$ cat src/rtl/md5_pkg.sv
// MD5 stream hash package: round constants, rotation table, round function.
// Depends on nothing; imported by every module of the md5_stream_hash block.
package md5_pkg;

    localparam logic [31:0] IV_A = 32'h67452301;
    localparam logic [31:0] IV_B = 32'hefcdab89;
    localparam logic [31:0] IV_C = 32'h98badcfe;
    localparam logic [31:0] IV_D = 32'h10325476;
    localparam logic [7:0]  PAD_BYTE = 8'h80;
    localparam logic [5:0]  LEN_OFFSET = 6'd56;

    // Commands from controller to datapath
    typedef struct packed {
        logic       buf_write;   // write wr_byte at fill index
        logic [7:0] wr_byte;
        logic       add_bits;    // bit count += 8
        logic       start_comp;  // begin compression (round 0)
        logic       round_step;  // execute one round
        logic       fold;        // add working vars into chain
        logic       reinit;      // restore IV, clear count and fill
    } md5_cmd_t;

    typedef struct packed {
        logic [5:0] fill;
        logic [5:0] round;
    } md5_stat_t;

    function automatic logic [31:0] md5_k(input logic [5:0] i);
        logic [31:0] r;
        case (i)
            6'd0:  r = 32'hd76aa478; 6'd1:  r = 32'he8c7b756; 6'd2:  r = 32'h242070db;
            6'd3:  r = 32'hc1bdceee; 6'd4:  r = 32'hf57c0faf; 6'd5:  r = 32'h4787c62a;
            6'd6:  r = 32'ha8304613; 6'd7:  r = 32'hfd469501; 6'd8:  r = 32'h698098d8;
            6'd9:  r = 32'h8b44f7af; 6'd10: r = 32'hffff5bb1; 6'd11: r = 32'h895cd7be;
            6'd12: r = 32'h6b901122; 6'd13: r = 32'hfd987193; 6'd14: r = 32'ha679438e;
            6'd15: r = 32'h49b40821; 6'd16: r = 32'hf61e2562; 6'd17: r = 32'hc040b340;
            6'd18: r = 32'h265e5a51; 6'd19: r = 32'he9b6c7aa; 6'd20: r = 32'hd62f105d;
            6'd21: r = 32'h02441453; 6'd22: r = 32'hd8a1e681; 6'd23: r = 32'he7d3fbc8;
            6'd24: r = 32'h21e1cde6; 6'd25: r = 32'hc33707d6; 6'd26: r = 32'hf4d50d87;
            6'd27: r = 32'h455a14ed; 6'd28: r = 32'ha9e3e905; 6'd29: r = 32'hfcefa3f8;
            6'd30: r = 32'h676f02d9; 6'd31: r = 32'h8d2a4c8a; 6'd32: r = 32'hfffa3942;
            6'd33: r = 32'h8771f681; 6'd34: r = 32'h6d9d6122; 6'd35: r = 32'hfde5380c;
            6'd36: r = 32'ha4beea44; 6'd37: r = 32'h4bdecfa9; 6'd38: r = 32'hf6bb4b60;
            6'd39: r = 32'hbebfbc70; 6'd40: r = 32'h289b7ec6; 6'd41: r = 32'heaa127fa;
            6'd42: r = 32'hd4ef3085; 6'd43: r = 32'h04881d05; 6'd44: r = 32'hd9d4d039;
            6'd45: r = 32'he6db99e5; 6'd46: r = 32'h1fa27cf8; 6'd47: r = 32'hc4ac5665;
            6'd48: r = 32'hf4292244; 6'd49: r = 32'h432aff97; 6'd50: r = 32'hab9423a7;
            6'd51: r = 32'hfc93a039; 6'd52: r = 32'h655b59c3; 6'd53: r = 32'h8f0ccc92;
            6'd54: r = 32'hffeff47d; 6'd55: r = 32'h85845dd1; 6'd56: r = 32'h6fa87e4f;
            6'd57: r = 32'hfe2ce6e0; 6'd58: r = 32'ha3014314; 6'd59: r = 32'h4e0811a1;
            6'd60: r = 32'hf7537e82; 6'd61: r = 32'hbd3af235; 6'd62: r = 32'h2ad7d2bb;
            default: r = 32'heb86d391;
        endcase
        return r;
    endfunction

    function automatic logic [4:0] md5_rot(input logic [5:0] i);
        logic [4:0] r;
        case ({i[5:4], i[1:0]})
            4'd0:  r = 5'd7;  4'd1:  r = 5'd12; 4'd2:  r = 5'd17; 4'd3:  r = 5'd22;
            4'd4:  r = 5'd5;  4'd5:  r = 5'd9;  4'd6:  r = 5'd14; 4'd7:  r = 5'd20;
            4'd8:  r = 5'd4;  4'd9:  r = 5'd11; 4'd10: r = 5'd16; 4'd11: r = 5'd23;
            4'd12: r = 5'd6;  4'd13: r = 5'd10; 4'd14: r = 5'd15; default: r = 5'd21;
        endcase
        return r;
    endfunction

    // Message word index used by round i
    function automatic logic [3:0] md5_g(input logic [5:0] i);
        logic [3:0] r;
        case (i[5:4])
            2'd0:    r = i[3:0];
            2'd1:    r = 4'(5 * i[3:0] + 1);
            2'd2:    r = 4'(3 * i[3:0] + 5);
            default: r = 4'(7 * i[3:0]);
        endcase
        return r;
    endfunction

    function automatic logic [31:0] md5_f(input logic [1:0] grp,
                                          input logic [31:0] b, input logic [31:0] c,
                                          input logic [31:0] d);
        logic [31:0] r;
        case (grp)
            2'd0:    r = (b & c) | (~b & d);
            2'd1:    r = (b & d) | (c & ~d);
            2'd2:    r = b ^ c ^ d;
            default: r = c ^ (b | ~d);
        endcase
        return r;
    endfunction

endpackage

$ cat src/rtl/md5_datapath.sv
// MD5 datapath: block buffer memory, bit count, fill index, round registers, chain.
// Depends on md5_pkg for command/status types and round tables.
module md5_datapath
    import md5_pkg::*;
(
    input  logic        clk,
    input  logic        rst_n,
    input  md5_cmd_t    cmd,
    output md5_stat_t   stat,
    output logic [7:0]  len_byte,
    output logic [31:0] chain0,
    output logic [31:0] chain1,
    output logic [31:0] chain2,
    output logic [31:0] chain3
);

    // Block buffer held as 16 little-endian words; one byte written per cycle while buf_write is set
    logic [31:0] buf_mem [16];
    logic [5:0]  fill_reg;
    logic [63:0] count_reg;
    logic [5:0]  round_reg;
    logic [31:0] a_reg, b_reg, c_reg, d_reg;
    logic [31:0] h_reg [4];
    logic [31:0] word_g;
    logic [31:0] sum, rot;
    logic [4:0]  sh;

    // Write byte lanes
    always_ff @(posedge clk)
    begin
        if (cmd.buf_write)
        begin
            buf_mem[fill_reg[5:2]][8*fill_reg[1:0] +: 8] <= cmd.wr_byte;
        end
    end

    // Fill index and bit count
    always_ff @(posedge clk or negedge rst_n)
    begin
        if (!rst_n)
        begin
            fill_reg  <= '0;
            count_reg <= '0;
        end
        else
        begin
            if (cmd.buf_write)
            begin
                fill_reg <= fill_reg + 6'd1;
            end
            if (cmd.add_bits)
            begin
                count_reg <= count_reg + 64'd8;
            end
            if (cmd.reinit)
            begin
                fill_reg  <= '0;
                count_reg <= '0;
            end
        end
    end

    // Length byte source: byte (fill - 56) of the saved count
    assign len_byte = count_reg[8*fill_reg[2:0] +: 8];

    // One round per cycle
    assign word_g = buf_mem[md5_g(round_reg)];
    assign sum    = a_reg + md5_f(round_reg[5:4], b_reg, c_reg, d_reg) + md5_k(round_reg) + word_g;
    assign sh     = md5_rot(round_reg);
    assign rot    = (sum << sh) | (sum >> (6'd32 - {1'b0, sh}));

    always_ff @(posedge clk or negedge rst_n)
    begin
        if (!rst_n)
        begin
            round_reg <= '0;
            h_reg[0] <= IV_A; h_reg[1] <= IV_B; h_reg[2] <= IV_C; h_reg[3] <= IV_D;
            a_reg <= '0; b_reg <= '0; c_reg <= '0; d_reg <= '0;
        end
        else
        begin
            if (cmd.start_comp)
            begin
                round_reg <= '0;
                a_reg <= h_reg[0]; b_reg <= h_reg[1];
                c_reg <= h_reg[2]; d_reg <= h_reg[3];
            end
            else if (cmd.round_step)
            begin
                round_reg <= round_reg + 6'd1;
                a_reg <= d_reg;
                d_reg <= c_reg;
                c_reg <= b_reg;
                b_reg <= b_reg + rot;
            end
            if (cmd.fold)
            begin
                h_reg[0] <= h_reg[0] + a_reg;
                h_reg[1] <= h_reg[1] + b_reg;
                h_reg[2] <= h_reg[2] + c_reg;
                h_reg[3] <= h_reg[3] + d_reg;
            end
            if (cmd.reinit)
            begin
                h_reg[0] <= IV_A; h_reg[1] <= IV_B; h_reg[2] <= IV_C; h_reg[3] <= IV_D;
            end
        end
    end

    assign stat.fill     = fill_reg;
    assign stat.round    = round_reg;
    assign chain0 = h_reg[0];
    assign chain1 = h_reg[1];
    assign chain2 = h_reg[2];
    assign chain3 = h_reg[3];

endmodule

$ cat src/rtl/md5_ctrl.sv
// MD5 controller: input handshake, padding sequencer, round sequencing, digest output.
// Depends on md5_pkg for command/status types.
module md5_ctrl
    import md5_pkg::*;
(
    input  logic        clk,
    input  logic        rst_n,
    input  logic        in_valid,
    output logic        in_stall,
    input  logic [7:0]  data_byte,
    input  logic        byte_present,
    input  logic        end_of_message,
    output logic        out_valid,
    input  logic        out_stall,
    output logic [1:0]  word_index,
    output logic        last_word,
    output logic [1:0]  sel_word,
    output md5_cmd_t    cmd,
    input  md5_stat_t   stat,
    input  logic [7:0]  len_byte
);

    typedef enum logic [6:0] {
        S_IDLE  = 7'b0000001,
        S_COMP  = 7'b0000010,
        S_FOLD  = 7'b0000100,
        S_PAD   = 7'b0001000,
        S_ZERO  = 7'b0010000,
        S_LEN   = 7'b0100000,
        S_OUT   = 7'b1000000
    } state_t;

    state_t      state_reg, state_next;
    state_t      ret_reg, ret_next;     // where to resume after the current compression
    logic [1:0]  idx_reg, idx_next;
    logic        accept;

    assign in_stall   = (state_reg != S_IDLE);
    assign accept     = in_valid && !in_stall;
    assign out_valid  = (state_reg == S_OUT);
    assign word_index = idx_reg;
    assign last_word  = (idx_reg == 2'd3);
    assign sel_word   = idx_reg;

    // Sequence padding, rounds and digest transactions
    always_comb
    begin
        state_next = state_reg;
        ret_next   = ret_reg;
        idx_next   = idx_reg;
        cmd        = '0;
        case (state_reg)
            S_IDLE:
            begin
                if (accept)
                begin
                    if (byte_present)
                    begin
                        cmd.buf_write = 1'b1;
                        cmd.wr_byte   = data_byte;
                        cmd.add_bits  = 1'b1;
                        if (stat.fill == 6'd63)
                        begin
                            cmd.start_comp = 1'b1;
                            state_next = S_COMP;
                            if (end_of_message)
                            begin
                                ret_next = S_PAD;
                            end
                            else
                            begin
                                ret_next = S_IDLE;
                            end
                        end
                        else if (end_of_message)
                        begin
                            state_next = S_PAD;
                        end
                    end
                    else if (end_of_message)
                    begin
                        state_next = S_PAD;
                    end
                end
            end
            S_PAD:
            begin
                cmd.buf_write = 1'b1;
                cmd.wr_byte   = PAD_BYTE;
                if (stat.fill == 6'd63)
                begin
                    cmd.start_comp = 1'b1;
                    ret_next   = S_ZERO;
                    state_next = S_COMP;
                end
                else
                begin
                    state_next = S_ZERO;
                end
            end
            S_ZERO:
            begin
                if (stat.fill == LEN_OFFSET)
                begin
                    state_next = S_LEN;
                end
                else
                begin
                    cmd.buf_write = 1'b1;
                    cmd.wr_byte   = 8'h00;
                    if (stat.fill == 6'd63)
                    begin
                        cmd.start_comp = 1'b1;
                        ret_next   = S_ZERO;
                        state_next = S_COMP;
                    end
                end
            end
            S_LEN:
            begin
                cmd.buf_write = 1'b1;
                cmd.wr_byte   = len_byte;
                if (stat.fill == 6'd63)
                begin
                    cmd.start_comp = 1'b1;
                    ret_next   = S_OUT;
                    state_next = S_COMP;
                end
            end
            S_COMP:
            begin
                cmd.round_step = 1'b1;
                if (stat.round == 6'd63)
                begin
                    state_next = S_FOLD;
                end
            end
            S_FOLD:
            begin
                // Fold the block, then resume input, padding or digest output
                cmd.fold   = 1'b1;
                state_next = ret_reg;
            end
            S_OUT:
            begin
                if (!out_stall)
                begin
                    idx_next = idx_reg + 2'd1;
                    if (idx_reg == 2'd3)
                    begin
                        cmd.reinit = 1'b1;
                        state_next = S_IDLE;
                    end
                end
            end
            default:
            begin
                state_next = S_IDLE;
            end
        endcase
    end

    always_ff @(posedge clk or negedge rst_n)
    begin
        if (!rst_n)
        begin
            state_reg <= S_IDLE;
            ret_reg   <= S_IDLE;
            idx_reg   <= 2'd0;
        end
        else
        begin
            state_reg <= state_next;
            ret_reg   <= ret_next;
            idx_reg   <= idx_next;
        end
    end

endmodule

$ cat src/rtl/md5_stream_hash.sv
// MD5 stream hash top level: joins controller and datapath, drives digest ports.
// Depends on md5_pkg, md5_ctrl and md5_datapath.
//
// Streaming MD5 (RFC 1321). One message byte is taken per transaction; a byte
// transaction that completes a 64-byte block starts its compression and stalls
// input through 64 rounds in one shared round unit and the fold. An
// end-of-message transaction pads and appends the length, at most one byte per
// cycle, running one or two further compressions, then presents the four digest
// words low word first and restores the initial chaining values.
module md5_stream_hash
    import md5_pkg::*;
(
    input  logic        clk,
    input  logic        rst_n,
    input  logic        in_valid,
    output logic        in_stall,
    input  logic [7:0]  data_byte,
    input  logic        byte_present,
    input  logic        end_of_message,
    output logic        out_valid,
    input  logic        out_stall,
    output logic [31:0] digest_word,
    output logic [1:0]  word_index,
    output logic        last_word
);

    md5_cmd_t    cmd;
    md5_stat_t   stat;
    logic [7:0]  len_byte;
    logic [1:0]  sel_word;
    logic [31:0] chain0, chain1, chain2, chain3;

    md5_ctrl u_ctrl (
        .clk(clk), .rst_n(rst_n),
        .in_valid(in_valid), .in_stall(in_stall),
        .data_byte(data_byte), .byte_present(byte_present),
        .end_of_message(end_of_message),
        .out_valid(out_valid), .out_stall(out_stall),
        .word_index(word_index), .last_word(last_word),
        .sel_word(sel_word), .cmd(cmd), .stat(stat), .len_byte(len_byte)
    );

    md5_datapath u_dp (
        .clk(clk), .rst_n(rst_n), .cmd(cmd), .stat(stat), .len_byte(len_byte),
        .chain0(chain0), .chain1(chain1), .chain2(chain2), .chain3(chain3)
    );

    // Select the digest word for the current transaction
    always_comb
    begin
        case (sel_word)
            2'd0:    digest_word = chain0;
            2'd1:    digest_word = chain1;
            2'd2:    digest_word = chain2;
            default: digest_word = chain3;
        endcase
    end

endmodule
$ cat config.mk
export PLATFORM = sky130hd
export DESIGN_NAME = md5_stream_hash
export DESIGN_NICKNAME = d
export VERILOG_FILES = /design/src/rtl/md5_pkg.sv /design/src/rtl/md5_datapath.sv /design/src/rtl/md5_ctrl.sv /design/src/rtl/md5_stream_hash.sv
export SDC_FILE = /design/constraint.sdc
export NUM_CORES = 2
export LEC_CHECK = 0
export BUFFER_PORTS_ARGS = -buffer_cell sky130_fd_sc_hd__buf_2
export CORE_ASPECT_RATIO = 0.7
export CORE_MARGIN = 10
export CORE_UTILIZATION = 40
export CTS_CLUSTER_DIAMETER = 150
export CTS_CLUSTER_SIZE = 40
export DETAILED_ROUTE_END_ITERATION = 6
export GPL_ROUTABILITY_DRIVEN = 0
export SKIP_LAST_GASP = 1
export SLEW_MARGIN = 20
export SYNTH_ARGS = -nofsm -noshare
export SYNTH_HDL_FRONTEND = slang
export SYNTH_SLANG_ARGS = --single-unit
$ cat constraint.sdc
create_clock -name clk -period 34.8 [get_ports clk]
set_input_delay 5.22 -clock clk [delete_from_list [all_inputs] [get_ports clk]]
set_output_delay 5.22 -clock clk [all_outputs]
set_load 0.1 [all_outputs]
Word-level counts from Yosys, hierarchy flattened
Memories as Yosys holds them, arrays and structs flattened.
Index checks and enable logic that the tools add are counted.
- memory bits (writable): 512
- latch bits: 0
- bits of input ports: 14
- flip-flop bits (word level): 348
- bits in read-only memories: 2128
- memories: 3
- output and inout port bits: 37
- memory list (name ; words ; width ; read ports ; clocked after Yosys merged registers in ; write ports ; RTL line ; RTL):
    (no name shown) ; 64 ; 32 ; 1 ; 0 ; 0 ; md5_pkg.sv:30 ; case (i)
    u_dp.buf_mem ; 16 ; 32 ; 1 ; 0 ; 1 ; md5_datapath.sv:18 ; logic [31:0] buf_mem [16];
    (no name shown) ; 16 ; 5 ; 1 ; 0 ; 0 ; md5_pkg.sv:59 ; case ({i[5:4], i[1:0]})
- bitwise operators: 14
- eq/ne operators: 24
- $add $sub $neg: 16
- muxes and demuxes: 53
- reductions and logical operators: 13
- multiply operators: 3
- divide/modulo/power cells: 0
- shift-type cells: 5
- order comparisons: 0
- operator list (kind ; number):
    $mux W32 ; 9
    $add A32 B32 Y32 ; 8
    $mux W128 ; 2
    $pmux W32 S3 ; 2
    $and A32 B32 Y32 ; 4
    $mux W64 ; 2
    $or A32 B32 Y32 ; 4
    $mux W7 ; 15
    $xor A32 B32 Y32 ; 3
    $add A64 B4 Y64 const B ; 1
    $not A32 Y32 ; 2
    $shiftx A64 B7 Y8 ; 1
    $pmux W7 S7 ; 1
    $pmux W9 S4 ; 1
    $neg A5 Y34 ; 1
    $shift A8 B34 Y32 const A ; 1
    $shiftx A8 B34 Y32 ; 1
    $shl A32 B5 Y32 ; 1
    $shr A32 B6 Y32 ; 1
    $pmux W7 S4 ; 1
    $mux W6 ; 4
    $mux W11 ; 2
    $eq A6 B6 Y1 const B ; 3
    $add A6 B1 Y6 const B ; 2
    other kinds (34) ; 56

Logic depth before layout (Yosys ltp)
- depth in word-level cells: 12
- gate-level depth with buffers: 49

Hierarchy
Synthesis repeated with hierarchy kept, for this count alone.
- cell total of the unflattened synthesis: 5260
- area, all modules: 55341.8 um^2
- by module, submodules not included (module ; cells an instance ; times used ; area each (um^2)):
    md5_datapath ; 5112 ; 1 ; 53587.6
    md5_ctrl ; 109 ; 1 ; 939.7
    md5_stream_hash ; 39 ; 1 ; 814.5

Worst setup path before layout
Ideal clock, no wire load.
- path kind: reg2reg
- start point: register u_dp.round_reg[2]
- end point: register u_dp.b_reg[31]
- slack: 23422 ps
- stages on the path, launching flop included: 46
- arrival: 11240 ps
- buffers on the path: 6
- period minus slack after synthesis: 11378 ps
- required time: 34662 ps
- cells stage by stage: dfrtp_1 -> buf_2 -> inv_1 -> clkbuf_1 -> buf_1 -> ha_1 -> inv_1 -> fa_1 -> mux4_2 -> buf_4 -> clkbuf_1 -> buf_1 -> mux2i_1 -> a21oi_1 -> fa_1 -> inv_1 -> fa_1 -> inv_1 -> (+10 left out) -> mux2i_1 -> nor2_1 -> nor2_1 -> o21ai_0 -> ha_1 -> a211o_1 -> a2111oi_2 -> o31ai_1 -> a311o_1 -> o31ai_2 -> o21ai_1 -> or4_1 -> a31oi_2 -> o21ai_0 -> a21o_1 -> a21o_1 -> a31oi_1 -> o221ai_1
- word-level cells in the longest chain between the ends: 10
- ends and longest elaborated chain (element ; RTL line ; RTL):
    from (decl) ; md5_datapath.sv:21 ; logic [5:0] round_reg;
    from (signal assigned) ; md5_datapath.sv:90 ; round_reg <= round_reg + 6'd1;
    $mul A2 B4 Y4 / $mul A3 B4 Y4 (equally long branches) ; md5_pkg.sv:74, md5_pkg.sv:73 ;
    $add A4 B3 Y4 / $add A4 B1 Y4 (equally long branches) ; md5_pkg.sv:74, md5_pkg.sv:73 ;
    $pmux W4 S3 ; md5_pkg.sv:71 ; case (i[5:4])
    $mem_v2 Z16 W32 ; - ;
    $add A32 B32 Y32 * ; md5_datapath.sv:68 ; assign sum = a_reg + md5_f(round_reg[5:4], b_reg, c_reg, d_reg) + md5_k(round_reg) + word_g;
    $shr A32 B6 Y32 / $shl A32 B5 Y32 (equally long branches) ; md5_datapath.sv:70 ; assign rot = (sum << sh) | (sum >> (6'd32 - {1'b0, sh}));
    $or A32 B32 Y32 * ; md5_datapath.sv:70 ;
    $add A32 B32 Y32 * ; md5_datapath.sv:94 ; b_reg <= b_reg + rot;
    $mux W32 * ; md5_datapath.sv:88 ; else if (cmd.round_step)
    $mux W32 * ; md5_datapath.sv:82 ; if (cmd.start_comp)
    to (signal assigned) ; md5_datapath.sv:85 ; a_reg <= h_reg[0]; b_reg <= h_reg[1];
    to (signal assigned) ; md5_datapath.sv:94 ;
    to (decl) ; md5_datapath.sv:22 ; logic [31:0] a_reg, b_reg, c_reg, d_reg;
Every way passes the cells marked *; elsewhere a longest branch is shown, timed or not. The select of a mux whose other input is x is not followed.
A chain may end at the register's enable or synchronous reset.

Worst setup path in the final report
- start point: register u_dp.round_reg[1]
- end point: register u_dp.b_reg[26]
- word-level cells in the longest chain between the ends: 10
- ends and longest elaborated chain (element ; RTL line):
    $mul A2 B4 Y4 / $mul A3 B4 Y4 (equally long branches) ; md5_pkg.sv:74, md5_pkg.sv:73
    $add A4 B3 Y4 / $add A4 B1 Y4 (equally long branches) ; md5_pkg.sv:74, md5_pkg.sv:73
    $pmux W4 S3 ; md5_pkg.sv:71
    $mem_v2 Z16 W32 ; -
    $add A32 B32 Y32 ; md5_datapath.sv:68
    $shr A32 B6 Y32 / $shl A32 B5 Y32 (equally long branches) ; md5_datapath.sv:70
    $or A32 B32 Y32 * ; md5_datapath.sv:70
    $add A32 B32 Y32 * ; md5_datapath.sv:94
    $mux W32 * ; md5_datapath.sv:88
    $mux W32 * ; md5_datapath.sv:82
Marked as above.

==> reports/qor.txt <==
routed vias -> 43,318
maximum clock path buffer count -> 3
Mapped Cells -> 5,301
Boundary Pins -> 51
worst path arrival time -> 13,900 ps
dominant cells by area after synthesis -> edfxtp_1 28%, dfrtp_1 13%, mux4_2 6.3%
Worst path top cell family by delay -> compound AO/OA/AOI/OAI gates
first-pass GRT wire length -> 264,000 um
RSZ-0062 raised after global routing -> false
Detailed Route WL -> 177,000 um
top cell type's share of synthesized area -> 28.3%
Post-synth EDFFs -> 512
Yosys reg bits -> 854
DRT Pass-1 Iters -> 7
largest net degree at the start of global routing -> 162
f_max -> 75.0 MHz
antenna cells -> 0
failing checks -> DRC
crit share post-route -> 38.3%
post-CTS sizing -> 0
synthesized area -> 54,300 um2
pre-CTS WS -> 21,880 ps
min-delay worst type -> flop to flop
Setup TNS -> 0 ps
Tmin final -> 13,340 ps
Core Area -> 134,000 um2
nature of the critical path endpoint -> flop
Vert. Die Dim -> 328 um
critical path type -> flop to flop
Synth Net Count -> 5,614
clk_skew -> 47.7 ps
buffers added on ports -> 50
setup ws final -> 21,460 ps
Worst-Margin Slew -> 1280 ps
Leak -> 22.5 nW
Crit-path slowest cell -> ha_1
Startpoint Class -> flop
Pwr Total -> 1.82 mW
post-route cell area -> 57,100 um2
Final Core Density -> 42.6%
final setup fails -> 0
dpl cell area -> 56,300 um2
Crit Path Max Fanout -> 54
post-DP HPWL -> 128,000 um
Synth warnings -> 0
Die W -> 460 um
Reg power frac -> 60.8%
root buffer cell -> clkbuf_16
CTS tree -> yes
CP most frequent cell -> o21ai_0
post-placement cell count -> 6,884
max incr delay on CP -> 890 ps
WP buf/inv -> 5
area of the die -> 151,000 um2
Clock Latency Late Sink -> 700 ps
GRT Residual Overflow -> 0
sequential share of the synthesized area -> 44.3%
pwr dens -> 32.0 nW/um2
max reg flops -> 512
initial antenna violation count -> 8
Synth-to-Final Area Change -> 5.14%
routed len/inst -> 25.5 um
clock group share of total power -> 25.1%
Initial DRC Count -> 7,125
gr usage total -> 22.5%
max-slew violations -> 0
vias in the first global route -> 40,018
detailed-route DRC error count -> 111
P_int -> 1.30 mW
clock sinks -> 854
hold buffers post-CTS -> 0
Worst-path clk slew -> 160 ps
top_reg_cell synth -> edfxtp_1
Clock H-tree levels -> 1
Worst Hold Slack -> 493 ps
Nets -> 5,457
max-cap violations -> 0
Hold Fails Final Rpt -> 0
outcome -> finished with violations
Logic pwr share -> 14.1%
vias per cell -> 6.25
TritonCTS Buffers -> 25
VDD IR max -> 0.0350 mV
Synth async-reset ratio -> 40.0%
layout cells sized above 1 -> 9.22%
post-synth top area cell -> edfxtp_1
net switching power -> 0.519 mW
Core Rows -> 112
DRT antenna net count -> 0
initial core utilization -> 40.5%
Cell Count, Final, Fillers Out -> 6,929
distinct cell type count after synthesis -> 95
slew margin rel. -> 14.4%
Syn Area/Cell -> 10.2 um2
Switching Share -> 28.5%
Req. time, crit path -> 35,350 ps
Post-CTS Setup Bufs -> 0
[cell usage in the layout, fill, tap and decap left out, types with 29 or more instances in the layout]
cell,instances
o21a_1,35
ha_1,226
nand4_1,29
a21oi_1,391
a221o_1,48
a211oi_1,69
nor2_1,446
nand2b_1,45
inv_1,248
edfxtp_1,512
o211ai_1,42
buf_4,72
a21o_1,75
nor3_1,135
a22oi_1,95
a31oi_1,56
and3_1,34
fa_1,72
a222oi_1,34
xnor2_1,165
buf_2,49
xor2_1,123
mux4_2,151
o21ai_0,362
nor2b_1,89
dfstp_2,66
dfrtp_1,272
or3_1,32
mux2i_1,122
nand2_1,492
nand3_1,152
[cells by family after synthesis]
group	after synthesis	synth area share (%)
buf+inv	560	3.91
mux	293	8.95
fa+ha+maj	299	7.89
simple gates	1548	12.8
xor+xnor	295	4.83
flops	854	44.3
compound gates	1452	17.3
[Yosys cell counts (all sizes together) (89+ instances only)]
library cell and count:
nand3 153, mux2i 122, o21ai 368, a21oi 394, nor2b 89, inv 250, nor2 471, dfrtp 276
a22oi 96, edfxtp 512, ha 227, nand2 493, xnor2 170, nor3 135, clkbuf 255, mux4 152
xor2 123
[worst reg2reg max path: cells and delay by family, from the launching register on]
family	cells	cell delay, ps
compound gates	18	5350
flops	1	350
simple gates	7	1060
mux	4	1220
xor+xnor	1	360
buf+inv	5	1810
fa+ha+maj	6	3060
[power groups by stage]
| stage | registers, mW | logic, mW | clock network (mW) |
|---|---|---|---|
| global route | 1.11 | 0.273 | 0.496 |
| detailed placement | 1.13 | 0.248 | 0 |
| global placement | 1.13 | 0.246 | 0 |
| floorplan | 1.13 | 0.166 | 0 |
| CTS | 1.11 | 0.249 | 0.465 |
| finish | 1.11 | 0.257 | 0.457 |
[per-layer routing]
layer | routed length (um) | up-vias | global-route usage (%)
li1 | - | 19249 | -
met5 | 126 | - | 0.737
met4 | 3830 | 6 | 4.11
met1 | 82600 | 21480 | 35.6
met3 | 21000 | 267 | 6.16
met2 | 69100 | 2316 | 30.1
[final timing paths]
path / from / slack (ps) / cells past startpoint / endpoint
setup / recovery: u_dp.round_reg[1] / 21460 / 41 / u_dp.b_reg[26]
max in group asynchronous: rst_n / 27190 / 4 / u_dp.chain1[4]
setup reg to reg: u_dp.round_reg[1] / 21460 / 41 / u_dp.b_reg[26]
hold reg to reg: u_dp.chain2[31] / 490 / 2 / u_dp.chain2[31]
min in group asynchronous: rst_n / 4570 / 1 / u_dp.count_reg[26]
hold / removal: u_dp.chain2[31] / 490 / 2 / u_dp.chain2[31]
[final cells by class]
| type | instances | area (um2) |
|---|---|---|
| inverters | 252 | 946 |
| multi-input cells | 3887 | 28300 |
| repair buffers | 124 | 841 |
| well taps | 1767 | 2210 |
| fillers | 12700 | 76900 |
| clock buffers | 43 | 703 |
| clock inverters | 2 | 25.0 |
| flip-flops and latches | 854 | 24000 |
No activity file was read; power rests on OpenSTA's default activity.
